==> src/rtl/dac_waveform_sound_device_defines.svh <==
// ----------------------------------------------------------------------------
// Sound DAC device assertion macros
// Shared assertion forms for the sound DAC device, clocked on aclk and held
// off while aresetn is low.
// ----------------------------------------------------------------------------
`ifndef DAC_WAVEFORM_SOUND_DEVICE_DEFINES_SVH
`define DAC_WAVEFORM_SOUND_DEVICE_DEFINES_SVH

// The consequent must hold in the same cycle as the antecedent.
`define DWSD_ASSERT_NOW(label, ante, cons, msg) \
    label: assert property (@(posedge aclk) disable iff (!aresetn) (ante) |-> (cons)) \
        else $error(msg);

// The consequent must hold in the cycle after the antecedent.
`define DWSD_ASSERT_NEXT(label, ante, cons, msg) \
    label: assert property (@(posedge aclk) disable iff (!aresetn) (ante) |=> (cons)) \
        else $error(msg);

`endif

==> src/rtl/dwsd_pkg.sv <==
// ----------------------------------------------------------------------------
// Sound DAC device package
// Request codes, register offsets, mode codes and constants of the sound DAC.
// ----------------------------------------------------------------------------
`timescale 1ns / 1ps

package dwsd_pkg;

    typedef enum logic [1:0] {
        CMD_WRITE = 2'd0,
        CMD_READ  = 2'd1,
        CMD_TICK  = 2'd2
    } command_t;

    typedef enum logic [1:0] {
        DMA_NONE  = 2'd0,
        DMA_READ  = 2'd1,
        DMA_WRITE = 2'd2
    } dma_cycle_t;

    localparam logic [1:0] PORT_CONTROL = 2'd0;
    localparam logic [1:0] PORT_WAVE    = 2'd1;
    localparam logic [1:0] PORT_FREQ_LO = 2'd2;
    localparam logic [1:0] PORT_FREQ_HI = 2'd3;

    localparam logic [1:0] MODE_JOYSTICK = 2'd0;
    localparam logic [1:0] MODE_WAVE     = 2'd1;
    localparam logic [1:0] MODE_DMA      = 2'd2;
    localparam logic [1:0] MODE_DAC      = 2'd3;

    localparam logic [1:0] WAVE_PULSE    = 2'd0;
    localparam logic [1:0] WAVE_RAMP     = 2'd1;
    localparam logic [1:0] WAVE_TRIANGLE = 2'd2;

    localparam logic [7:0]  DAC_MIDPOINT   = 8'h80;
    localparam logic [11:0] DEFAULT_RELOAD = 12'h400;

    // ceil(2^19 / 15); with the factor 32 folded in, the shift becomes 14.
    localparam logic [15:0] RECIP_15    = 16'h8889;
    localparam int          RECIP_SHIFT = 14;

endpackage

==> src/rtl/dac_waveform_sound_device.sv <==
// ----------------------------------------------------------------------------
// Sound DAC device
// Four byte registers, a period timer driving a waveform generator or DMA
// transfers, and a scaled signed sample output.
// ----------------------------------------------------------------------------
// Usage: each request on the s_ channel is a bus write, a bus read or one tick
// of the 3.579545 MHz reference, selected by s_tuser. Every accepted request
// yields exactly one result on the m_ channel, carrying the read byte, the
// interrupt line, the sample after the step, the DMA cycle kind and the timer
// expiry flag.
// The result is registered: a request accepted at a clock edge has its result valid
// right after that edge. Throughput is one request per cycle unless the receiver stalls;
// the register state and the sample scaling settle in a single pass of logic between the
// registers and the result register.
// The result register parts the two sides: s_tready stays high while the
// result register is empty or being taken, so a stalled receiver holds one
// result and blocks new requests only while it stalls.
// Reset clears all device registers, the timer and the waveform position,
// and empties the result register.
// ----------------------------------------------------------------------------
`timescale 1ns / 1ps
`include "dac_waveform_sound_device_defines.svh"

module dac_waveform_sound_device (
    input  logic        aclk,
    input  logic        aresetn,
    input  logic        s_tvalid,
    output logic        s_tready,
    // Bits from 0: port[1:0], write_data[9:2], dma_data[17:10],
    // dma_has_data[18], dma_terminal[19], zero fill[23:20].
    input  logic [23:0] s_tdata,
    // Bits from 0: command[1:0].
    input  logic [1:0]  s_tuser,
    output logic        m_tvalid,
    input  logic        m_tready,
    // Bits from 0: read_data[7:0], irq_line[8], sample[21:9],
    // dma_cycle[23:22], timer_fired[24], zero fill[31:25].
    output logic [31:0] m_tdata
);

    logic [7:0]  control_reg, control_next;
    logic [7:0]  wave_reg, wave_next;
    logic [7:0]  dac_reg, dac_next;
    logic [11:0] freq_reg, freq_next;
    logic [3:0]  amp_reg, amp_next;
    logic        irq_pending_reg, irq_pending_next;
    logic        timer_enabled_reg, timer_enabled_next;
    logic [11:0] period_reg, period_next;
    logic [4:0]  position_reg, position_next;

    logic        m_valid_reg;
    logic [7:0]  read_data_reg, read_data_next;
    logic        irq_line_reg, irq_line_next;
    logic [12:0] sample_reg, sample_next;
    logic [1:0]  dma_cycle_reg, dma_cycle_next;
    logic        fired_reg, fired_next;

    logic        accept;
    logic [1:0]  in_command;
    logic [1:0]  in_port;
    logic [7:0]  in_wdata;
    logic [7:0]  in_ddata;
    logic        in_has_data;
    logic        in_terminal;
    logic [11:0] reload;
    logic [7:0]  wave_value;
    logic        enable_req;

    logic [7:0]  dac_offset;
    logic [7:0]  magnitude;
    logic [11:0] product;
    logic [26:0] scaled;
    logic [13:0] quotient;
    logic [13:0] signed_sample;

    assign in_command  = s_tuser[1:0];
    assign in_port     = s_tdata[1:0];
    assign in_wdata    = s_tdata[9:2];
    assign in_ddata    = s_tdata[17:10];
    assign in_has_data = s_tdata[18];
    assign in_terminal = s_tdata[19];

    assign s_tready = !m_valid_reg || m_tready;
    assign accept   = s_tvalid && s_tready;

    assign reload     = (freq_reg == 12'd0) ? dwsd_pkg::DEFAULT_RELOAD : freq_reg;
    assign enable_req = in_wdata[2] && (in_wdata[1:0] != dwsd_pkg::MODE_JOYSTICK);

    always_comb begin
        case (wave_reg[7:6])
            dwsd_pkg::WAVE_PULSE: begin
                wave_value = (position_reg > {1'b0, wave_reg[2:0], 1'b0}) ? 8'hff : 8'h00;
            end
            dwsd_pkg::WAVE_RAMP: begin
                wave_value = {position_reg, 3'b000};
            end
            dwsd_pkg::WAVE_TRIANGLE: begin
                wave_value = position_reg[4] ? {~position_reg[3:0], 4'h0}
                                             : {position_reg[3:0], 4'h0};
            end
            default: begin
                wave_value = dwsd_pkg::DAC_MIDPOINT;
            end
        endcase
    end

    always_comb begin
        control_next       = control_reg;
        wave_next          = wave_reg;
        dac_next           = dac_reg;
        freq_next          = freq_reg;
        amp_next           = amp_reg;
        irq_pending_next   = irq_pending_reg;
        timer_enabled_next = timer_enabled_reg;
        period_next        = period_reg;
        position_next      = position_reg;
        read_data_next     = 8'h00;
        dma_cycle_next     = dwsd_pkg::DMA_NONE;
        fired_next         = 1'b0;

        case (in_command)
            dwsd_pkg::CMD_WRITE: begin
                case (in_port)
                    dwsd_pkg::PORT_CONTROL: begin
                        control_next = in_wdata;
                        if (!timer_enabled_reg && enable_req) begin
                            period_next = reload;
                        end
                        timer_enabled_next = enable_req;
                        if (!in_wdata[3]) begin
                            irq_pending_next = 1'b0;
                        end
                    end
                    dwsd_pkg::PORT_WAVE: begin
                        if (control_reg[1:0] == dwsd_pkg::MODE_WAVE) begin
                            wave_next = in_wdata;
                        end else if (control_reg[1:0] == dwsd_pkg::MODE_DAC) begin
                            dac_next = in_wdata;
                        end
                    end
                    dwsd_pkg::PORT_FREQ_LO: begin
                        freq_next = {freq_reg[11:8], in_wdata};
                    end
                    default: begin
                        freq_next = {in_wdata[3:0], freq_reg[7:0]};
                        amp_next  = in_wdata[7:4];
                    end
                endcase
            end
            dwsd_pkg::CMD_READ: begin
                case (in_port)
                    dwsd_pkg::PORT_CONTROL: begin
                        read_data_next = {1'b0, control_reg[6:4], irq_pending_reg,
                                          control_reg[2:0]};
                    end
                    dwsd_pkg::PORT_WAVE: begin
                        case (control_reg[1:0])
                            dwsd_pkg::MODE_JOYSTICK: read_data_next = 8'h00;
                            dwsd_pkg::MODE_WAVE:     read_data_next = wave_reg;
                            dwsd_pkg::MODE_DMA:      read_data_next = dwsd_pkg::DAC_MIDPOINT;
                            default:                 read_data_next = dac_reg;
                        endcase
                    end
                    dwsd_pkg::PORT_FREQ_LO: begin
                        read_data_next = freq_reg[7:0];
                    end
                    default: begin
                        read_data_next = {amp_reg, freq_reg[11:8]};
                    end
                endcase
            end
            dwsd_pkg::CMD_TICK: begin
                if (timer_enabled_reg) begin
                    if (period_reg <= 12'd1) begin
                        fired_next  = 1'b1;
                        period_next = reload;
                        if (control_reg[1]) begin
                            if (control_reg[1:0] == dwsd_pkg::MODE_DAC) begin
                                dma_cycle_next = dwsd_pkg::DMA_READ;
                                if (in_has_data) begin
                                    dac_next = in_ddata;
                                end
                            end else begin
                                dma_cycle_next = dwsd_pkg::DMA_WRITE;
                            end
                            if (in_has_data && in_terminal && control_reg[3]) begin
                                irq_pending_next = 1'b1;
                            end
                        end else begin
                            dac_next      = wave_value;
                            position_next = position_reg + 5'd1;
                        end
                    end else begin
                        period_next = period_reg - 12'd1;
                    end
                end
            end
            default: begin
            end
        endcase
    end

    // Truncation toward zero is done on the magnitude, then the sign is restored.
    assign dac_offset    = dac_next ^ dwsd_pkg::DAC_MIDPOINT;
    assign magnitude     = dac_offset[7] ? (~dac_offset + 8'd1) : dac_offset;
    assign product       = {4'd0, magnitude} * {8'd0, amp_next};
    assign scaled        = {15'd0, product} * {11'd0, dwsd_pkg::RECIP_15};
    assign quotient      = {1'b0, scaled[dwsd_pkg::RECIP_SHIFT +: 13]};
    assign signed_sample = dac_offset[7] ? (~quotient + 14'd1) : quotient;
    assign sample_next   = signed_sample[12:0];

    assign irq_line_next = irq_pending_next && control_next[4] && control_next[3];

    always_ff @(posedge aclk) begin
        if (!aresetn) begin
            control_reg       <= 8'h00;
            wave_reg          <= 8'h00;
            dac_reg           <= 8'h00;
            freq_reg          <= 12'd0;
            amp_reg           <= 4'd0;
            irq_pending_reg   <= 1'b0;
            timer_enabled_reg <= 1'b0;
            period_reg        <= 12'd0;
            position_reg      <= 5'd0;
            m_valid_reg       <= 1'b0;
        end else begin
            if (accept) begin
                control_reg       <= control_next;
                wave_reg          <= wave_next;
                dac_reg           <= dac_next;
                freq_reg          <= freq_next;
                amp_reg           <= amp_next;
                irq_pending_reg   <= irq_pending_next;
                timer_enabled_reg <= timer_enabled_next;
                period_reg        <= period_next;
                position_reg      <= position_next;
                m_valid_reg       <= 1'b1;
            end else if (m_tready) begin
                m_valid_reg <= 1'b0;
            end
        end
    end

    always_ff @(posedge aclk) begin
        if (accept) begin
            read_data_reg <= read_data_next;
            irq_line_reg  <= irq_line_next;
            sample_reg    <= sample_next;
            dma_cycle_reg <= dma_cycle_next;
            fired_reg     <= fired_next;
        end
    end

    assign m_tvalid = m_valid_reg;
    assign m_tdata  = {7'd0, fired_reg, dma_cycle_reg, sample_reg, irq_line_reg, read_data_reg};

    `DWSD_ASSERT_NOW(a_enable_needs_mode, timer_enabled_reg,
        control_reg[1:0] != dwsd_pkg::MODE_JOYSTICK, "timer enabled in joystick mode")
    `DWSD_ASSERT_NOW(a_period_nonzero, timer_enabled_reg, period_reg != 12'd0,
        "running timer holds a zero period count")
    `DWSD_ASSERT_NOW(a_dma_needs_fire, m_valid_reg && (dma_cycle_reg != dwsd_pkg::DMA_NONE),
        fired_reg, "DMA cycle reported without a timer expiry")
    `DWSD_ASSERT_NEXT(a_read_only_data, accept && (in_command != dwsd_pkg::CMD_READ),
        read_data_reg == 8'h00, "read data reported for a request that is not a read")

endmodule
==> config.mk <==
export PLATFORM = sky130hd
export DESIGN_NAME = dac_waveform_sound_device
export DESIGN_NICKNAME = d
export VERILOG_FILES = /design/src/rtl/dwsd_pkg.sv /design/src/rtl/dac_waveform_sound_device.sv
export VERILOG_INCLUDE_DIRS = /design/src /design/src/rtl
export SDC_FILE = /design/constraint.sdc
export NUM_CORES = 1
export LEC_CHECK = 0
export BUFFER_PORTS_ARGS = -buffer_cell sky130_fd_sc_hd__buf_2
export CAP_MARGIN = 20
export CORE_MARGIN = 4
export CORE_UTILIZATION = 40
export CTS_CLUSTER_SIZE = 20
export DETAILED_ROUTE_END_ITERATION = 8
export GPL_ROUTABILITY_DRIVEN = 0
export GPL_TIMING_DRIVEN = 0
export HOLD_SLACK_MARGIN = 0.15
export SLEW_MARGIN = 40
export SYNTH_ARGS = -nofsm -noshare
export SYNTH_HDL_FRONTEND = slang
export SYNTH_SLANG_ARGS = --single-unit
export TNS_END_PERCENT = 20
==> constraint.sdc <==
create_clock -name aclk -period 17.8 [get_ports aclk]
set_input_delay 2.67 -clock aclk [delete_from_list [all_inputs] [get_ports aclk]]
set_output_delay 2.67 -clock aclk [all_outputs]
set_load 0.02 [all_outputs]
Word level (Yosys, flattened, before mapping)
Index checks and enable logic that the tools add are counted.
- word-level logic and storage cells: 110
- bits in registers: 84
- bits of input ports: 30
- output and inout port bits: 34
- equal/unequal tests: 12
- $lt $le $gt $ge: 2
- multipliers: 2
- mux-type cells: 38
- bitwise gates (word level): 7
- reductions and logical operators: 28
- $add $sub $neg: 4
- operators with widths (operator ; number):
    $mux 8 ; 11
    $pmux 8 s3 ; 3
    $mux 12 ; 5
    $pmux 12 s2 ; 2
    $mul 12x16->27 const B ; 1
    $pmux 8 s2 ; 1
    $reduce_and 4->1 ; 4
    $add 13x1->13 const B ; 1
    $mux 13 ; 1
    $not 13->13 ; 1
    $le 12x1->1 const B ; 1
    $logic_not 12->1 ; 1
    $mul 8x4->12 ; 1
    $sub 12x1->12 const B ; 1
    $eq 2x2->1 const B ; 5
    $mux 5 ; 2
    $reduce_and 5->1 ; 2
    $mux 1 ; 9
    $add 8x1->8 const B ; 1
    $eq 2x1->1 const B ; 4
    $logic_not 2->1 ; 4
    $mux 4 ; 2
    $not 8->8 ; 1
    $logic_and 1x1->1 ; 7
    14 further kinds ; 22

Logic depth before layout (Yosys ltp)
Gate-level depths: netlist of run 1.
- word-level depth: 16
- depth in mapped cells: 45
- depth with buffers taken out: 45

Least setup slack after synthesis of run 1
Ideal clock, no wire load.
- path kind: input to register
- from: input s_tuser[0]
- to: register sample_reg[11], data pin
- slack: 6374 ps
- arrival: 11168 ps
- buffers on the path: 2
- cell stages on the path: 41
- cells stage by stage: clkbuf_1 nand2b_1 clkbuf_1 a21oi_1 a21oi_1 a2bb2oi_1 ha_1 nor2_1 xor2_1 or2_2 fa_1 fa_1 inv_1 ha_1 a21o_1 a21oi_1 o21bai_1 a21oi_1 (+5 left out) ha_1 inv_1 fa_1 fa_1 inv_1 ha_1 ha_1 and2_1 a21oi_1 o21ai_0 a21oi_1 o31ai_1 xnor2_1 nor2b_2 nand4_1 o211a_1 or3_1 xnor2_1
- cells in the longest elaborated chain, start to end: 11
- RTL lines (item ; line ; text):
    start: declaration ; dac_waveform_sound_device.sv:33 ; input logic [1:0] s_tuser,
    $eq 2x2->1 / $logic_not 2->1 (equally long branches) ; dac_waveform_sound_device.sv:121 ; case (in_command)
    $pmux 8 s2 ; dac_waveform_sound_device.sv:121 ;
    $not 1->1 (no line) ; -- ;
    $not 8->8 ; dac_waveform_sound_device.sv:205 ; assign magnitude = dac_offset[7] ? (~dac_offset + 8'd1) : dac_offset;
    $add 8x1->8 ; dac_waveform_sound_device.sv:205 ;
    $mux 8 ; dac_waveform_sound_device.sv:205 ;
    $mul 8x4->12 ; dac_waveform_sound_device.sv:206 ; assign product = {4'd0, magnitude} * {8'd0, amp_next};
    $mul 12x16->27 ; dac_waveform_sound_device.sv:207 ; assign scaled = {15'd0, product} * {11'd0, dwsd_pkg::RECIP_15};
    $not 13->13 ; dac_waveform_sound_device.sv:209 ; assign signed_sample = dac_offset[7] ? (~quotient + 14'd1) : quotient;
    $add 13x1->13 ; dac_waveform_sound_device.sv:209 ;
    $mux 13 (*) ; dac_waveform_sound_device.sv:209 ;
    via signed_sample[11] ; dac_waveform_sound_device.sv:74 ; logic [13:0] signed_sample;
    end signal: assignment ; dac_waveform_sound_device.sv:248 ; sample_reg <= sample_next;
    end: declaration ; dac_waveform_sound_device.sv:54 ; logic [12:0] sample_reg, sample_next;
Mark *: on every way through the listed nets, which the timed path passes. The rest lies on a longest branch.
A chain may end at the register's enable or synchronous reset.

Worst setup path in the final report of run 1
Ends and elaborated chain as after synthesis.

==> impl_metrics.tcl, run 1 <==
set metrics [dict create \
    grt-ovfl-total 0 \
    critPathLaunchType "input port" \
    finalWirelength_mm 20.2 \
    min_period_ps 12880 \
    max_freq_mhz 77.6 \
    cts_num_sinks 84 \
    p_seq_frac 0.386 \
    num_rows 49 \
    reg2regPathDepth 42 \
    ys_async_sr_fraction 0 \
    relSlewSlack 0.447 \
    avgSynthCellArea_um2 8.26 \
    grtUsageTotal 0.196 \
    ys_ff_latch 84 \
    largest_register_ffs 13 \
    ys_warn_count 0 \
    path_clk_slew_ps 60 \
    antenna_cells 0 \
    first_pass_iters 5 \
    hold_start "period_reg[6]" \
    area_growth_pct 12.4 \
    arrival_ps 12970 \
    cap_violations 0 \
    final.setup.tns_ps 0 \
    grt_start_max_net_pins 23 \
    hold_buffers 0 \
    reg2reg_to "sample_reg[11]" \
    timing_worst_setup_path_type "input port to flop" \
    yosysSeqAreaShare 0.263 \
    rsz0062_at_grt "false" \
    antenna_found_initial 0 \
    grt_pass1_wl_mm 32.2 \
    synth.largest_area_cell "dfxtp_1" \
    combinationalPowerShare 0.275 \
    syn_area_mm2 0.00734 \
    synth_top_area_frac 0.161 \
    grt_pass1_vias 6129 \
    insertion_delay_ps 340 \
    swShare 0.314 \
    vias 6530 \
    final_nets 1085 \
    io_pins 64 \
    cts_buffers 9 \
    ir_worst_vdd_mv 0.0668 \
    via_per_inst 5.48 \
    die_y_um 143 \
    worstHoldPathType "flop to flop" \
    synth_cells 888 \
    clockRootBuffer "clkbuf_16" \
    r2r-start "period_reg[4]" \
    cts_resized 0 \
    drc 0 \
    die_w_um 143 \
    dp_hpwl_mm 16.1 \
    finalCritPeriodShare 0.724 \
    hold_viol 0 \
    cp_slowest_cell "fa_1" \
    post_drt_wl_per_cell_um 17.0 \
    core_mm2 0.0180 \
    required_ps 17890 \
    status "complete, no violations" \
    p_int_mw 0.388 \
    switching_power_mw 0.178 \
    synth_ff_type "dfxtp_1" \
    cts.path.max_buffers 2 \
    start_util 0.407 \
    drt-initial-drc-count 480 \
    r2r_setup_slack_ps 6280 \
    hold_end "period_reg[6]" \
    final-max-slew-violation-count 0 \
    end_kind "flop" \
    slowest_delay_ps 620 \
    htree_levels 3 \
    ant_nets 0 \
    drive_gt1_frac 0.107 \
    cts_setup_buffers 0 \
    crit_top_cell "a21oi_1" \
    cts_tree "yes" \
    worst_pin_slew_ps 824 \
    numPortBuffers 51 \
    p_per_area_mw_per_mm2 68.7 \
    yosys-top-cells-area "dfxtp_1 16%, ha_1 12%, edfxtp_1 10%" \
    worstHoldPathCells 2 \
    crit_fanout 10 \
    final_util 0.458 \
    setup_viol 0 \
    ys_types 74 \
    power.leakage_nw 3.79 \
    synth-edff-count 25 \
    skew_ps 6.81 \
    p_clk_frac 0.340 \
    die-area_mm2 0.0206 \
]
worst max path at each step:
stage / startpoint / to / slack, ps
4_1_cts: s_tuser[0] / sample_reg[11] / 4980
6_report: s_tuser[0] / sample_reg[11] / 4920
3_3_place_gp: s_tuser[0] / sample_reg[11] / 4760
2_1_floorplan: s_tuser[0] / sample_reg[11] / 6370
5_1_grt: s_tuser[0] / sample_reg[11] / 4320
3_5_place_dp: s_tuser[0] / sample_reg[11] / 4670
layer usage:
layer,global-route usage,share of wire,vias up,wire (um)
li1,-,-,3240,-
met1,0.271,0.47,3072,9420
met2,0.323,0.46,187,9300
met3,0.0246,0.052,31,1040
met4,0.0570,0.022,0,452
met5,0,0,-,0
synth_stat cells, types with 10 or more instances:
cell      count
nand3_1      27
edfxtp_1     25
ha_1         72
o22ai_1      12
nor3_1       21
nand2b_1     14
a211oi_1     11
clkbuf_1     27
nor2b_1      10
fa_1         26
dfxtp_1      59
inv_1        75
mux2i_1      29
a21oi_1      69
xor2_1       13
nor2_1      117
nand4_1      10
a21o_1       11
nand2_1      69
xnor2_1      25
o21ai_0      42
worst max-delay path, delay by kind of cell:
family                   cells  cell delay, ps
XOR/XNOR                     3             800
buffers and inverters        6            1090
adder cells (fa/ha/maj)      9            3440
AO/OA/AOI/OAI               17            3460
AND/OR/NAND/NOR              6            1490
power by group through the flow:
stage / registers (mW) / logic (mW) / clock network (mW)
2_1_floorplan: 0.234 / 0.0982 / 0
3_3_place_gp: 0.223 / 0.153 / 0
3_5_place_dp: 0.223 / 0.155 / 0
4_1_cts: 0.218 / 0.156 / 0.196
5_1_grt: 0.219 / 0.171 / 0.204
6_report: 0.218 / 0.156 / 0.192
cells by family after synthesis:
| family | after synthesis | share of synthesized area |
|---|---|---|
| xor+xnor | 39 | 0.0484 |
| buf+inv | 120 | 0.0687 |
| flops | 84 | 0.263 |
| simple gates | 308 | 0.197 |
| mux | 31 | 0.0431 |
| compound gates | 207 | 0.185 |
| fa+ha+maj | 98 | 0.194 |
| other cells | 1 | 0.000511 |
stage by stage:
stage                     setup WS, ps  hold slack [ps]  power (mW)  area, um^2  std cells
after detailed placement          4670              481       0.377        7940       1175
after global placement            4760              469       0.376        7900       1174
after floorplan                   6370              446       0.332        7360        894
after global routing              4320              515       0.594        8250       1191
after CTS                         4980              496       0.571        8240       1191
final                             4920              489       0.566        8250       1191
placed cells by master (no fill, tap or decap), types with 5 or more instances in the layout:
master,n
nand2_1,69
and2_1,9
a31oi_1,9
nand3_1,27
conb_1,7
clkbuf_16,10
o21ai_0,42
inv_1,75
a21oi_1,69
buf_2,56
ha_1,72
dfxtp_1,59
clkbuf_1,29
o22ai_1,12
xor2_1,13
o21bai_1,7
o31ai_1,6
fa_1,26
nand2b_1,14
a22oi_1,5
a21o_1,11
mux2i_1,29
nor3_1,21
buf_4,9
xnor2_1,25
or2_2,6
nand4_1,10
a211oi_1,11
nor2b_1,10
edfxtp_1,25
nor2_1,117
final cells by class:
cell class | instances | area [um^2]
fillers | 1802 | 9780
multi-input cells | 690 | 4940
flip-flops and latches | 84 | 1930
well taps | 229 | 287
inverters | 76 | 285
repair buffers | 52 | 283
clock buffers | 12 | 258
plain buffers | 44 | 220
clock inverters | 4 | 46.3
Note: power is estimated with default switching activity, not from simulation.
==> inputs of run 2 (changes only) <==
- clock period: 17.8 -> 11.4 ns (I/O delays scaled with it)
==> run 2 against run 1 <==
  * Clock-buffer cell count is the same
  * Worst hold slack is essentially flat
  * Cell count grew 0.25%
  * Design area grew 1.2%
  * Clock skew shrank 0.60 ps
  * Setup slack lost 4400 ps
  * Combinational power grew 60%
  * Global-route usage is essentially flat
  * Critical path depth grew 1
  * Die area is the same
  * Total power grew 57%
  * Critical endpoint unchanged
==> impl_metrics.tcl, run 2 (synthesis gave the netlist of run 1 again) <==
set metrics [dict create \
    status "complete, no violations" \
    cts_num_sinks 84 \
    ir_worst_vdd_mv 0.104 \
    via_per_inst 5.47 \
    arrival_ps 10990 \
    insertion_delay_ps 340 \
    placed_area_mm2 0.00794 \
    cap_violations 0 \
    cp_slowest_cell "fa_1" \
    swShare 0.314 \
    hold_buffers 0 \
    power.leakage_nw 3.84 \
    relSlewSlack 0.449 \
    post_drt_wl_per_cell_um 17.1 \
    cts.path.max_buffers 2 \
    ant_nets 0 \
    final_cell_area_mm2 0.00835 \
    antenna_found_initial 0 \
    final_nets 1088 \
    first_pass_iters 4 \
    path_clk_slew_ps 60 \
    end_kind "flop" \
    start_util 0.407 \
    required_ps 11490 \
    crit_top_cell "ha_1" \
    crit_family "adder cells" \
    grt_pass1_vias 6134 \
    drive_gt1_frac 0.126 \
    numPortBuffers 51 \
    min_period_ps 10910 \
    htree_levels 3 \
    num_rows 49 \
    grt-ovfl-total 0 \
    max_freq_mhz 91.7 \
    slowest_delay_ps 620 \
    die_y_um 143 \
    hold_start "period_reg[6]" \
    core_mm2 0.0180 \
    p_seq_frac 0.383 \
    r2r_setup_slack_ps 760 \
    hold_viol 0 \
    p_int_mw 0.611 \
    die-area_mm2 0.0206 \
    dp_hpwl_mm 16.1 \
    cts_tree "yes" \
    skew_ps 6.21 \
    setup.worst_path.start "s_tuser[0]" \
    crit_fanout 10 \
    p_per_area_mw_per_mm2 107 \
    critPathLaunchType "input port" \
    io_pins 64 \
    grt_start_max_net_pins 23 \
    drt-initial-drc-count 487 \
    setup_viol 0 \
    finalCritPeriodShare 0.957 \
    vias 6535 \
    power.total_mw 0.892 \
    path_buf_inv 6 \
    timing_worst_setup_path_type "input port to flop" \
    grt_pass1_wl_mm 32.2 \
    p_clk_frac 0.337 \
    combinationalPowerShare 0.281 \
    antenna_cells 0 \
    die_w_um 143 \
    layout_common_cells "116 x nor2_1, 75 x inv_1, 72 x ha_1, 69 x nand2_1, 64 x a21oi_1" \
    cts_buffers 9 \
    worstHoldPathType "flop to flop" \
    area_growth_pct 13.8 \
    num-fill-cells 1796 \
    grtUsageTotal 0.196 \
    final-max-slew-violation-count 0 \
    largest_register_ffs 13 \
    worst_pin_slew_ps 827 \
    final.setup.tns_ps 0 \
    drc 0 \
    rsz0062_at_grt "false" \
    r2r-start "period_reg[4]" \
    finalWirelength_mm 20.4 \
    layout_commonest_cell "nor2_1" \
    switching_power_mw 0.280 \
    clockRootBuffer "clkbuf_16" \
]
## run 2: tightest hold or removal path, cell delays in order, from the launching register on
cell	delay [ps]
dfxtp_1	320
a21oi_1	60
nor2_1	80
## run 2: worst paths after layout
check / endpoint / cells after the start
worst min register to register: period_reg[6] / 2
worst max register to register: sample_reg[11] / 42
worst min-delay path: period_reg[6] / 2
worst max-delay path: sample_reg[11] / 42
## run 2: through the flow
stage / cells / hold WS, ps / util / setup WS (ps)
floorplan: 894 / 446 / - / 934
global placement: 1174 / 469 / 0.438 / -680
detailed placement: 1175 / 481 / 0.440 / -775
CTS: 1191 / 496 / 0.458 / 49.5
global route: 1194 / 515 / 0.463 / 0.675
finish: 1194 / 489 / 0.463 / 494
## run 2: layer usage
| layer | track usage | up-vias | part of all wire |
|---|---|---|---|
| li1 | - | 3243 | - |
| met2 | 0.320 | 194 | 0.46 |
| met1 | 0.271 | 3071 | 0.46 |
| met5 | 0 | - | 0 |
| met3 | 0.0246 | 27 | 0.052 |
| met4 | 0.0624 | 0 | 0.022 |
## run 2: power groups by stage
stage | Combinational, mW | Clock [mW] | Sequential [mW]
after floorplan | 0.153 | 0 | 0.366
after global placement | 0.238 | 0 | 0.348
after detailed placement | 0.241 | 0 | 0.348
after CTS | 0.244 | 0.307 | 0.341
after global routing | 0.276 | 0.319 | 0.342
final | 0.250 | 0.300 | 0.341
## run 2: final cells by class
class	instances	area, um^2	share of cell area
Inverter	76	285	0.0342
Multi-Input combinational cell	690	5010	0.600
Tap cell	229	287	0.0343
Sequential cell	84	1930	0.231
Buffer	44	226	0.0271
Clock inverter	4	46.3	0.00554
Clock buffer	12	258	0.0309
Timing Repair Buffer	55	305	0.0366
## run 2: timing repair
item,4_1_cts,5_1_grt
gates resized for setup,7,16
endpoints found under the setup margin,3,5
pin swaps,0,3
buffers inserted,0,3
